===== config.mk =====
export PLATFORM = sky130hd
export DESIGN_NAME = ordered_list_move_after_unit
export DESIGN_NICKNAME = d
export VERILOG_FILES = /design/src/olm_pkg.sv /design/src/ordered_list_move_after_unit.sv /design/src/olm_link_table.sv
export VERILOG_INCLUDE_DIRS = /design/src /design/src/src
export SDC_FILE = /design/constraint.sdc
export NUM_CORES = 2
export LEC_CHECK = 0
export BUFFER_PORTS_ARGS = -buffer_cell sky130_fd_sc_hd__buf_4
export CAP_MARGIN = 20
export CORE_UTILIZATION = 68
export CTS_CLUSTER_SIZE = 20
export DETAILED_ROUTE_END_ITERATION = 8
export PLACE_DENSITY = 0.86
export SYNTH_ARGS = -nofsm -noshare
export SYNTH_HDL_FRONTEND = slang
export SYNTH_SLANG_ARGS = --single-unit

===== constraint.sdc =====
create_clock -name clock -period 15.11 [get_ports clock]
set_clock_uncertainty 0.05 [all_clocks]
set_input_delay 3.022 -clock clock [delete_from_list [all_inputs] [get_ports clock]]
set_output_delay 3.022 -clock clock [all_outputs]
set_load 0.05 [all_outputs]

===== src/ordered_list_move_after_unit_assert.svh =====
// ----------------------------------------------------------------------------
// ordered list move-after unit: assertion macros
// shared property forms for the concurrent checks of the design
// ----------------------------------------------------------------------------
`ifndef ORDERED_LIST_MOVE_AFTER_UNIT_ASSERT_SVH
`define ORDERED_LIST_MOVE_AFTER_UNIT_ASSERT_SVH

// same-cycle implication, disabled in reset
`define OLM_ASSERT_NOW(label, clk, rst, ante, cons) \
   label: assert property (@(posedge clk) disable iff (rst) (ante) |-> (cons)) \
      else $error("olm check failed");

// next-cycle implication, disabled in reset
`define OLM_ASSERT_NEXT(label, clk, rst, ante, cons) \
   label: assert property (@(posedge clk) disable iff (rst) (ante) |=> (cons)) \
      else $error("olm check failed");

`endif


===== src/olm_pkg.sv =====
// ----------------------------------------------------------------------------
// olm_pkg
// types, constants and the microcode table of the ordered list move-after unit
// ----------------------------------------------------------------------------
package olm_pkg;

   localparam int MAX_ELEMS = 64;
   localparam int DEPTH     = MAX_ELEMS + 1;
   localparam int ID_W      = 7;

   // sequencer steps
   localparam logic [2:0] STEP_IDLE     = 3'd0;
   localparam logic [2:0] STEP_M_READ_E = 3'd1;
   localparam logic [2:0] STEP_M_UNLINK = 3'd2;
   localparam logic [2:0] STEP_M_LINK_A = 3'd3;
   localparam logic [2:0] STEP_M_LINK_E = 3'd4;
   localparam logic [2:0] STEP_Q_START  = 3'd5;
   localparam logic [2:0] STEP_Q_WALK   = 3'd6;

   typedef enum logic [2:0] {
      RD_NONE, RD_ELEM, RD_ANCHOR, RD_HEAD, RD_CHAIN
   } rd_sel_type;

   typedef enum logic [1:0] {
      WN_NONE, WN_UNLINK, WN_ANCHOR, WN_ELEM
   } wn_sel_type;

   typedef enum logic [1:0] {
      WP_NONE, WP_UNLINK, WP_ELEM, WP_SUCC
   } wp_sel_type;

   typedef enum logic [1:0] {
      SQ_NEXT, SQ_DISPATCH, SQ_WALK, SQ_HOME
   } seq_type;

   typedef struct packed {
      rd_sel_type rd_sel;
      wn_sel_type wn_sel;
      wp_sel_type wp_sel;
      logic       ld_pn;
      logic       ld_s;
      logic       ld_rem;
      seq_type    seq;
   } ucode_type;

   typedef struct packed {
      logic            en;
      logic [ID_W-1:0] addr;
      logic [ID_W-1:0] data;
   } link_wr_type;

   function automatic ucode_type ucode_rom(input logic [2:0] step);
      ucode_type uw;
      uw = '{rd_sel: RD_NONE, wn_sel: WN_NONE, wp_sel: WP_NONE,
             ld_pn: 1'b0, ld_s: 1'b0, ld_rem: 1'b0, seq: SQ_HOME};
      unique case (step)
         STEP_IDLE: begin
            uw.seq = SQ_DISPATCH;
         end
         STEP_M_READ_E: begin
            uw.rd_sel = RD_ELEM;
            uw.seq    = SQ_NEXT;
         end
         STEP_M_UNLINK: begin
            uw.rd_sel = RD_ANCHOR;
            uw.wn_sel = WN_UNLINK;
            uw.wp_sel = WP_UNLINK;
            uw.ld_pn  = 1'b1;
            uw.seq    = SQ_NEXT;
         end
         STEP_M_LINK_A: begin
            uw.wn_sel = WN_ANCHOR;
            uw.wp_sel = WP_ELEM;
            uw.ld_s   = 1'b1;
            uw.seq    = SQ_NEXT;
         end
         STEP_M_LINK_E: begin
            uw.wn_sel = WN_ELEM;
            uw.wp_sel = WP_SUCC;
            uw.seq    = SQ_HOME;
         end
         STEP_Q_START: begin
            uw.rd_sel = RD_HEAD;
            uw.ld_rem = 1'b1;
            uw.seq    = SQ_NEXT;
         end
         STEP_Q_WALK: begin
            uw.rd_sel = RD_CHAIN;
            uw.seq    = SQ_WALK;
         end
         default: begin
            uw.seq = SQ_HOME;
         end
      endcase
      return uw;
   endfunction

   // order after reset or a count write: 0 -> 1 -> ... -> count -> 0
   function automatic logic [ID_W-1:0] next_init(input logic [ID_W-1:0] k,
                                                 input logic [ID_W-1:0] cnt);
      return (k < cnt) ? ID_W'(k + 1'b1) : '0;
   endfunction

   function automatic logic [ID_W-1:0] prev_init(input logic [ID_W-1:0] k,
                                                 input logic [ID_W-1:0] cnt);
      logic [ID_W-1:0] r;
      if (k == '0) begin
         r = cnt;
      end else if (k <= cnt) begin
         r = ID_W'(k - 1'b1);
      end else begin
         r = '0;
      end
      return r;
   endfunction

endpackage


===== src/ordered_list_move_after_unit.sv =====
// ----------------------------------------------------------------------------
// ordered_list_move_after_unit
// keeps the order of ids 1..count as a doubly linked ring; moves and queries
// ----------------------------------------------------------------------------
// The unit takes one command at a time. A move (tuser 0) relocates
// elem_to_move directly after anchor_elem and returns nothing; it occupies
// the unit through the steps M_READ_E, M_UNLINK, M_LINK_A and M_LINK_E, set
// by the dependent pointer reads and writes through the single write port of
// each link memory. A move with equal ids or an id outside 1..count is
// dropped in the accept cycle. A query (tuser 1) returns every id in list
// order, tlast on the final one, at one item per cycle when the result side
// keeps up. Writing the count register (0 becomes 1, above 64 becomes 64)
// restores the order 1..count, as reset does; no clearing pass is needed.
// ----------------------------------------------------------------------------
`include "ordered_list_move_after_unit_assert.svh"

module ordered_list_move_after_unit
   import olm_pkg::*;
(
   input  logic        clock,
   input  logic        reset,
   input  logic        csr_wr_en,
   input  logic [6:0]  csr_wr_data,   // element_count
   input  logic        req_tvalid,
   output logic        req_tready,
   input  logic [15:0] req_tdata,     // elem_to_move [6:0], anchor_elem [13:7], zero
   input  logic        req_tuser,     // command: 0 move, 1 query
   output logic        rsp_tvalid,
   input  logic        rsp_tready,
   output logic [7:0]  rsp_tdata,     // elem_value [6:0], zero
   output logic        rsp_tlast
);

   logic [2:0]      upc_ff, upc_in;
   logic [ID_W-1:0] count_ff;
   logic [ID_W-1:0] elem_ff, anchor_ff;
   logic [ID_W-1:0] p_ff, n_ff, s_ff;
   logic [ID_W-1:0] rem_ff;
   logic            rsp_vld_ff;
   logic [ID_W-1:0] rsp_val_ff;
   logic            rsp_last_ff;

   ucode_type       uw;
   logic            req_acc;
   logic [ID_W-1:0] req_elem, req_anchor;
   logic            move_ok;
   logic            out_free;
   logic            emit;
   logic [ID_W-1:0] cnt_wr;
   logic            rd_en;
   logic [ID_W-1:0] rd_addr;
   logic [ID_W-1:0] rd_next, rd_prev;
   logic [ID_W-1:0] s_in;
   link_wr_type     wr_next, wr_prev;

   assign uw         = ucode_rom(upc_ff);
   assign req_tready = (upc_ff == STEP_IDLE);
   assign req_acc    = req_tvalid && req_tready;
   assign req_elem   = req_tdata[6:0];
   assign req_anchor = req_tdata[13:7];
   assign move_ok    = (req_elem != req_anchor) &&
                       (req_elem != '0) && (req_elem <= count_ff) &&
                       (req_anchor != '0) && (req_anchor <= count_ff);
   assign out_free   = !rsp_vld_ff || rsp_tready;
   assign emit       = (uw.seq == SQ_WALK) && out_free;

   always_comb begin
      if (csr_wr_data == '0) begin
         cnt_wr = ID_W'(1);
      end else if (csr_wr_data > ID_W'(MAX_ELEMS)) begin
         cnt_wr = ID_W'(MAX_ELEMS);
      end else begin
         cnt_wr = csr_wr_data;
      end
   end

   // read port: the walk only advances when the result register can take an item
   always_comb begin
      rd_en   = 1'b1;
      rd_addr = '0;
      case (uw.rd_sel)
         RD_ELEM:   rd_addr = elem_ff;
         RD_ANCHOR: rd_addr = anchor_ff;
         RD_HEAD:   rd_addr = '0;
         RD_CHAIN: begin
            rd_addr = rd_next;
            rd_en   = out_free;
         end
         default:   rd_en = 1'b0;
      endcase
   end

   // unlink wrote next[p] in the same cycle next[anchor] was read
   assign s_in = (anchor_ff == p_ff) ? n_ff : rd_next;

   always_comb begin
      wr_next = '0;
      wr_prev = '0;
      case (uw.wn_sel)
         WN_UNLINK: wr_next = '{en: 1'b1, addr: rd_prev, data: rd_next};
         WN_ANCHOR: wr_next = '{en: 1'b1, addr: anchor_ff, data: elem_ff};
         WN_ELEM:   wr_next = '{en: 1'b1, addr: elem_ff, data: s_ff};
         default:   wr_next = '0;
      endcase
      case (uw.wp_sel)
         WP_UNLINK: wr_prev = '{en: 1'b1, addr: rd_next, data: rd_prev};
         WP_ELEM:   wr_prev = '{en: 1'b1, addr: elem_ff, data: anchor_ff};
         WP_SUCC:   wr_prev = '{en: 1'b1, addr: s_ff, data: elem_ff};
         default:   wr_prev = '0;
      endcase
   end

   always_comb begin
      unique case (uw.seq)
         SQ_NEXT: upc_in = 3'(upc_ff + 1'b1);
         SQ_DISPATCH: begin
            if (req_acc && req_tuser) begin
               upc_in = STEP_Q_START;
            end else if (req_acc && move_ok) begin
               upc_in = STEP_M_READ_E;
            end else begin
               upc_in = STEP_IDLE;
            end
         end
         SQ_WALK: upc_in = (emit && rem_ff == ID_W'(1)) ? STEP_IDLE : upc_ff;
         SQ_HOME: upc_in = STEP_IDLE;
         default: upc_in = STEP_IDLE;
      endcase
   end

   always_ff @(posedge clock) begin
      if (reset) begin
         upc_ff     <= STEP_IDLE;
         rsp_vld_ff <= 1'b0;
         count_ff   <= ID_W'(MAX_ELEMS);
      end else begin
         upc_ff <= upc_in;
         if (csr_wr_en) begin
            count_ff <= cnt_wr;
         end
         if (emit) begin
            rsp_vld_ff  <= 1'b1;
            rsp_val_ff  <= rd_next;
            rsp_last_ff <= (rem_ff == ID_W'(1));
         end else if (rsp_tready) begin
            rsp_vld_ff <= 1'b0;
         end
         if (req_acc) begin
            elem_ff   <= req_elem;
            anchor_ff <= req_anchor;
         end
         if (uw.ld_pn) begin
            p_ff <= rd_prev;
            n_ff <= rd_next;
         end
         if (uw.ld_s) begin
            s_ff <= s_in;
         end
         if (uw.ld_rem) begin
            rem_ff <= count_ff;
         end else if (emit) begin
            rem_ff <= ID_W'(rem_ff - 1'b1);
         end
      end
   end

   olm_link_table u_links (
      .clock   (clock),
      .reset   (reset),
      .clear   (csr_wr_en),
      .count   (count_ff),
      .rd_en   (rd_en),
      .rd_addr (rd_addr),
      .wr_next (wr_next),
      .wr_prev (wr_prev),
      .rd_next (rd_next),
      .rd_prev (rd_prev)
   );

   assign rsp_tvalid = rsp_vld_ff;
   assign rsp_tdata  = {1'b0, rsp_val_ff};
   assign rsp_tlast  = rsp_last_ff;

   `OLM_ASSERT_NOW(a_rsp_from_walk, clock, reset, $rose(rsp_vld_ff), $past(upc_ff == STEP_Q_WALK))
   `OLM_ASSERT_NOW(a_walk_rem_nonzero, clock, reset, upc_ff == STEP_Q_WALK, rem_ff != '0)
   `OLM_ASSERT_NOW(a_next_wr_in_range, clock, reset, wr_next.en, wr_next.addr <= count_ff)
   `OLM_ASSERT_NOW(a_prev_wr_in_range, clock, reset, wr_prev.en, wr_prev.addr <= count_ff)
   `OLM_ASSERT_NEXT(a_move_returns, clock, reset, upc_ff == STEP_M_LINK_E, upc_ff == STEP_IDLE)

endmodule


===== src/olm_link_table.sv =====
// ----------------------------------------------------------------------------
// olm_link_table
// successor and predecessor pointer memories, one write port each, one shared
// read address, registered read data; per-entry valid bits stand in for the
// initial ring, so that a clear resets only the valid bits, in the clear cycle
// ----------------------------------------------------------------------------
module olm_link_table
   import olm_pkg::*;
(
   input  logic            clock,
   input  logic            reset,
   input  logic            clear,
   input  logic [ID_W-1:0] count,
   input  logic            rd_en,
   input  logic [ID_W-1:0] rd_addr,
   input  link_wr_type     wr_next,
   input  link_wr_type     wr_prev,
   output logic [ID_W-1:0] rd_next,
   output logic [ID_W-1:0] rd_prev
);

   logic [ID_W-1:0] next_mem [DEPTH];
   logic [ID_W-1:0] prev_mem [DEPTH];

   logic [DEPTH-1:0] next_vld_ff;
   logic [DEPTH-1:0] prev_vld_ff;

   logic [ID_W-1:0] rd_next_ff;
   logic [ID_W-1:0] rd_prev_ff;
   logic [ID_W-1:0] rd_addr_ff;
   logic            rd_next_vld_ff;
   logic            rd_prev_vld_ff;

   always_ff @(posedge clock) begin
      if (wr_next.en) begin
         next_mem[wr_next.addr] <= wr_next.data;
      end
      if (wr_prev.en) begin
         prev_mem[wr_prev.addr] <= wr_prev.data;
      end
      if (rd_en) begin
         rd_next_ff     <= next_mem[rd_addr];
         rd_prev_ff     <= prev_mem[rd_addr];
         rd_next_vld_ff <= next_vld_ff[rd_addr];
         rd_prev_vld_ff <= prev_vld_ff[rd_addr];
         rd_addr_ff     <= rd_addr;
      end
   end

   always_ff @(posedge clock) begin
      if (reset || clear) begin
         next_vld_ff <= '0;
         prev_vld_ff <= '0;
      end else begin
         if (wr_next.en) begin
            next_vld_ff[wr_next.addr] <= 1'b1;
         end
         if (wr_prev.en) begin
            prev_vld_ff[wr_prev.addr] <= 1'b1;
         end
      end
   end

   // entries never written read as the initial ring
   assign rd_next = rd_next_vld_ff ? rd_next_ff : next_init(rd_addr_ff, count);
   assign rd_prev = rd_prev_vld_ff ? rd_prev_ff : prev_init(rd_addr_ff, count);

endmodule

==> impl_metrics.ini <==
[status]
outcome = complete, but fails checks
violations = slew limit

[synthesis]
async_reset_ff_share_pct = 0
synth_top_area_share_pct = 63.7
synthTopCellsByArea = edfxtp_1, nand2_1, dfxtp_1
synth_flop_cell = edfxtp_1
synth_cell_type_count = 89
yosys.area.top_type = edfxtp_1
syn_area_um2 = 46300
ys_warn_count = 0
ys_seq_area_share_pct = 69.8
synth.avg_cell_area_um2 = 12.6
syn-num-nets = 3730
synth_edf_count = 983
synthesis.instances = 3671
ys_ff_latch = 1124

[worst_setup_path]
r2r-start = upc_ff[0]$_SDFFE_PP0P_
worstPathMaxFanout = 111
endpoint_kind = register
reg2reg_depth = 15
cp-startpoint = upc_ff[0]$_SDFFE_PP0P_
critical_path.reg2reg.endpoint = u_links.rd_next_ff[0]$_DFFE_PP_
cp_data_required_time_ns = 15.47
arrival_ns = 6.41
rrSetupSlack_ns = 9.06
endpoint = u_links.rd_next_ff[0]$_DFFE_PP_
critPathLaunchType = register
worstSetupPathType = reg -> reg

[clock_tree]
cts-htree-levels = 3
postCtsHoldBufs = 0
clock_path_buffers = 3
ctsResizeCount = 0
cts_tree = done
cts_made_buffers = 106
postCtsSetupBuffers = 0
clk_pin_slew_ns = 0.06
root_buffer = clkbuf_16
clk-insertion-delay-late_ns = 0.69
cts.sinks = 1124

[final_layout]
finalNetCount = 3717
fin_area_um2 = 50900
area_delta_synth_final_pct = 9.88
drive_gt1_share_pct = 9.04
fin_cells = 4629

[grt]
antenna_found_initial = 2
grt.busiest_layer = met2
grt.total_usage_pct = 39.8
grt_pass1_vias = 31900
grt_util_met1_pct = 49.8
overflow = 0
gr-usage-met3_pct = 13.9
grt_pass1_wl_um = 202000
grt_max_degree = 154
grt_util_met2_pct = 59.6

[timing]
fin_crit_sh_pct = 40.1
relSlewSlack_pct = -1.98
hold_violations = 0
rsz0062_at_grt = false
fmax_mhz = 165
fin_tns_setup_ns = 0
timing.hold.ws_ns = 0.407
worst_slew_pin_slew_ns = 1.53
setup-violations-final = 0
maxSlewViolCount = 5
fin_ws_ns = 9.06
period_needed_ns = 6.05

[job]
maxCapViolCount = 0

[power_and_ir_drop]
power_density_nw_per_um2 = 131
worst_ir_drop_vdd_uv = 95.5
p_leak_nw = 17.8

[floorplanning]
die_w_um = 263
die_y_um = 263
die-area_um2 = 69200
ios = 40
initial_utilization_pct = 68.8
core_area_um2 = 67300
fp-row-count = 95

[routing]
dr.pass1.iters = 9
drc = 0
drt-vias-per-instance = 7.28
finalWirelength_um = 139000
wl_per_cell_um = 30.1
vias = 33700
ant_nets = 0
drt_iter0_markers = 6881

[worst_hold_path]
min-delay-start = u_links.next_vld_ff[52]$_SDFFE_PP0P_
min_path_type = reg -> reg

[placement]
io_buffers = 36
dp_hpwl_um = 78800
post-place-ws_ns = 9.35
place_area_um2 = 47300
place_congestion = 0.964
dp.cells = 4416
==> cells by family (layout without fill, tap and decap cells) <==
| family | count (synthesis) | count (layout) | synth area share (%) |
|---|---|---|---|
| xor+xnor | 28 | 28 | 0.529 |
| mux | 97 | 97 | 2.13 |
| flops | 1124 | 1124 | 69.8 |
| simple gates | 1491 | 1491 | 14.2 |
| other cells | 1 | 5 | 0.00810 |
| fa+ha+maj | 30 | 30 | 0.810 |
| compound gates | 645 | 645 | 9.91 |
| buf+inv | 255 | 336 | 2.55 |
==> state kept, by name, summed over array words and instances, names as in the netlist, 65 cells and up <==
register / cells
u_links.next_mem: 455
u_links.next_vld_ff: 65
u_links.prev_mem: 455
u_links.prev_vld_ff: 65
==> cell type report <==
type                    count  area [um^2]
multi-input cells        2292        12900
clock buffers             127         2850
clock inverters            75          696
flip-flops and latches   1124        32300
diodes                      4         10.0
inverters                  35          151
repair buffers             99          823
well taps                 873         1090
fillers                  3610        16400
==> stage by stage <==
| step | total power, mW | util [%] |
|---|---|---|
| 6_report | 6.69 | 75.7 |
| 3_3_place_gp | 3.98 | 70.2 |
| 2_1_floorplan | 3.79 | - |
| 3_5_place_dp | 3.99 | 70.3 |
| 4_1_cts | 6.63 | 75.5 |
| 5_1_grt | 6.79 | 75.6 |
==> cells in the mapped netlist, types with 7 or more instances <==
library cell	number
nor3_1	19
nand2_2	9
clkbuf_1	69
a221o_1	8
edfxtp_1	983
a311oi_1	13
nand2_1	778
a31oi_1	55
a21oi_1	125
nand3_1	266
ha_1	30
nor2_1	208
a221oi_1	26
buf_4	17
o311ai_0	7
and2_1	8
mux2i_1	85
o21ai_0	35
o21a_1	140
a22oi_1	35
dfxtp_1	141
xor2_1	15
xnor2_1	13
and3_1	79
a32oi_1	31
nor4_1	21
inv_1	30
nor2b_1	15
o22ai_1	35
buf_2	117
mux2_2	12
a211oi_1	52
buf_1	15
nand4_1	48
or4_1	7
==> routing by layer <==
metal | vias to the layer above | share of wire [%]
met1 | 15900 | 31
li1 | 13700 | -
met5 | - | 0.052
met3 | 777 | 17
met2 | 3303 | 44
met4 | 6 | 8.0
==> report_power, final <==
| part | total [mW] | internal, mW | switching [mW] |
|---|---|---|---|
| combinational | 0.565 | 0.140 | 0.425 |
| sequential | 3.41 | 3.39 | 0.0161 |
| clock | 2.72 | 1.53 | 1.18 |
==> cells in the final DEF, fill, tap and decap left out, types with 25 or more instances in the layout <==
| cell type | count |
|---|---|
| edfxtp_1 | 983 |
| nand2_1 | 777 |
| nand3_1 | 265 |
| nor2_1 | 203 |
| dfxtp_1 | 141 |
| o21a_1 | 139 |
| a21oi_1 | 125 |
| clkbuf_16 | 109 |
| buf_4 | 90 |
| mux2i_1 | 85 |
| and3_1 | 79 |
| a31oi_1 | 55 |
| a211oi_1 | 52 |
| nand4_1 | 48 |
| a22oi_1 | 35 |
| o22ai_1 | 35 |
| clkinv_2 | 35 |
| o21ai_0 | 34 |
| a32oi_1 | 31 |
| ha_1 | 30 |
| a221oi_1 | 26 |
| inv_1 | 25 |
==> critical path, stage by stage, from the launching register on <==
cell and delay (ns):
dfxtp_1 0.36, inv_1 0.11, ha_1 0.46, and4b_1 0.44, o211a_2 0.36, a31oi_4 0.10
buf_4 0.30, inv_8 0.57, buf_4 0.70, buf_4 0.69, mux2i_1 0.26, mux2i_1 0.12
o22ai_1 0.51, a21oi_1 0.08, a21oi_1 0.44, nor3_1 0.17
==> how the worst min path moves through the flow <==
stage / cells past startpoint / to / slack (ns)
final: 1 / u_links.next_vld_ff[52]$_SDFFE_PP0P_ / 0.41
after CTS: 1 / u_links.next_vld_ff[52]$_SDFFE_PP0P_ / 0.41
after global placement: 1 / u_links.next_vld_ff[50]$_SDFFE_PP0P_ / 0.39
after global routing: 1 / u_links.next_vld_ff[19]$_SDFFE_PP0P_ / 0.42
after floorplan: 1 / u_links.next_vld_ff[32]$_SDFFE_PP0P_ / 0.38
after detailed placement: 1 / u_links.next_vld_ff[54]$_SDFFE_PP0P_ / 0.40
(Power assumes the default switching activity.)
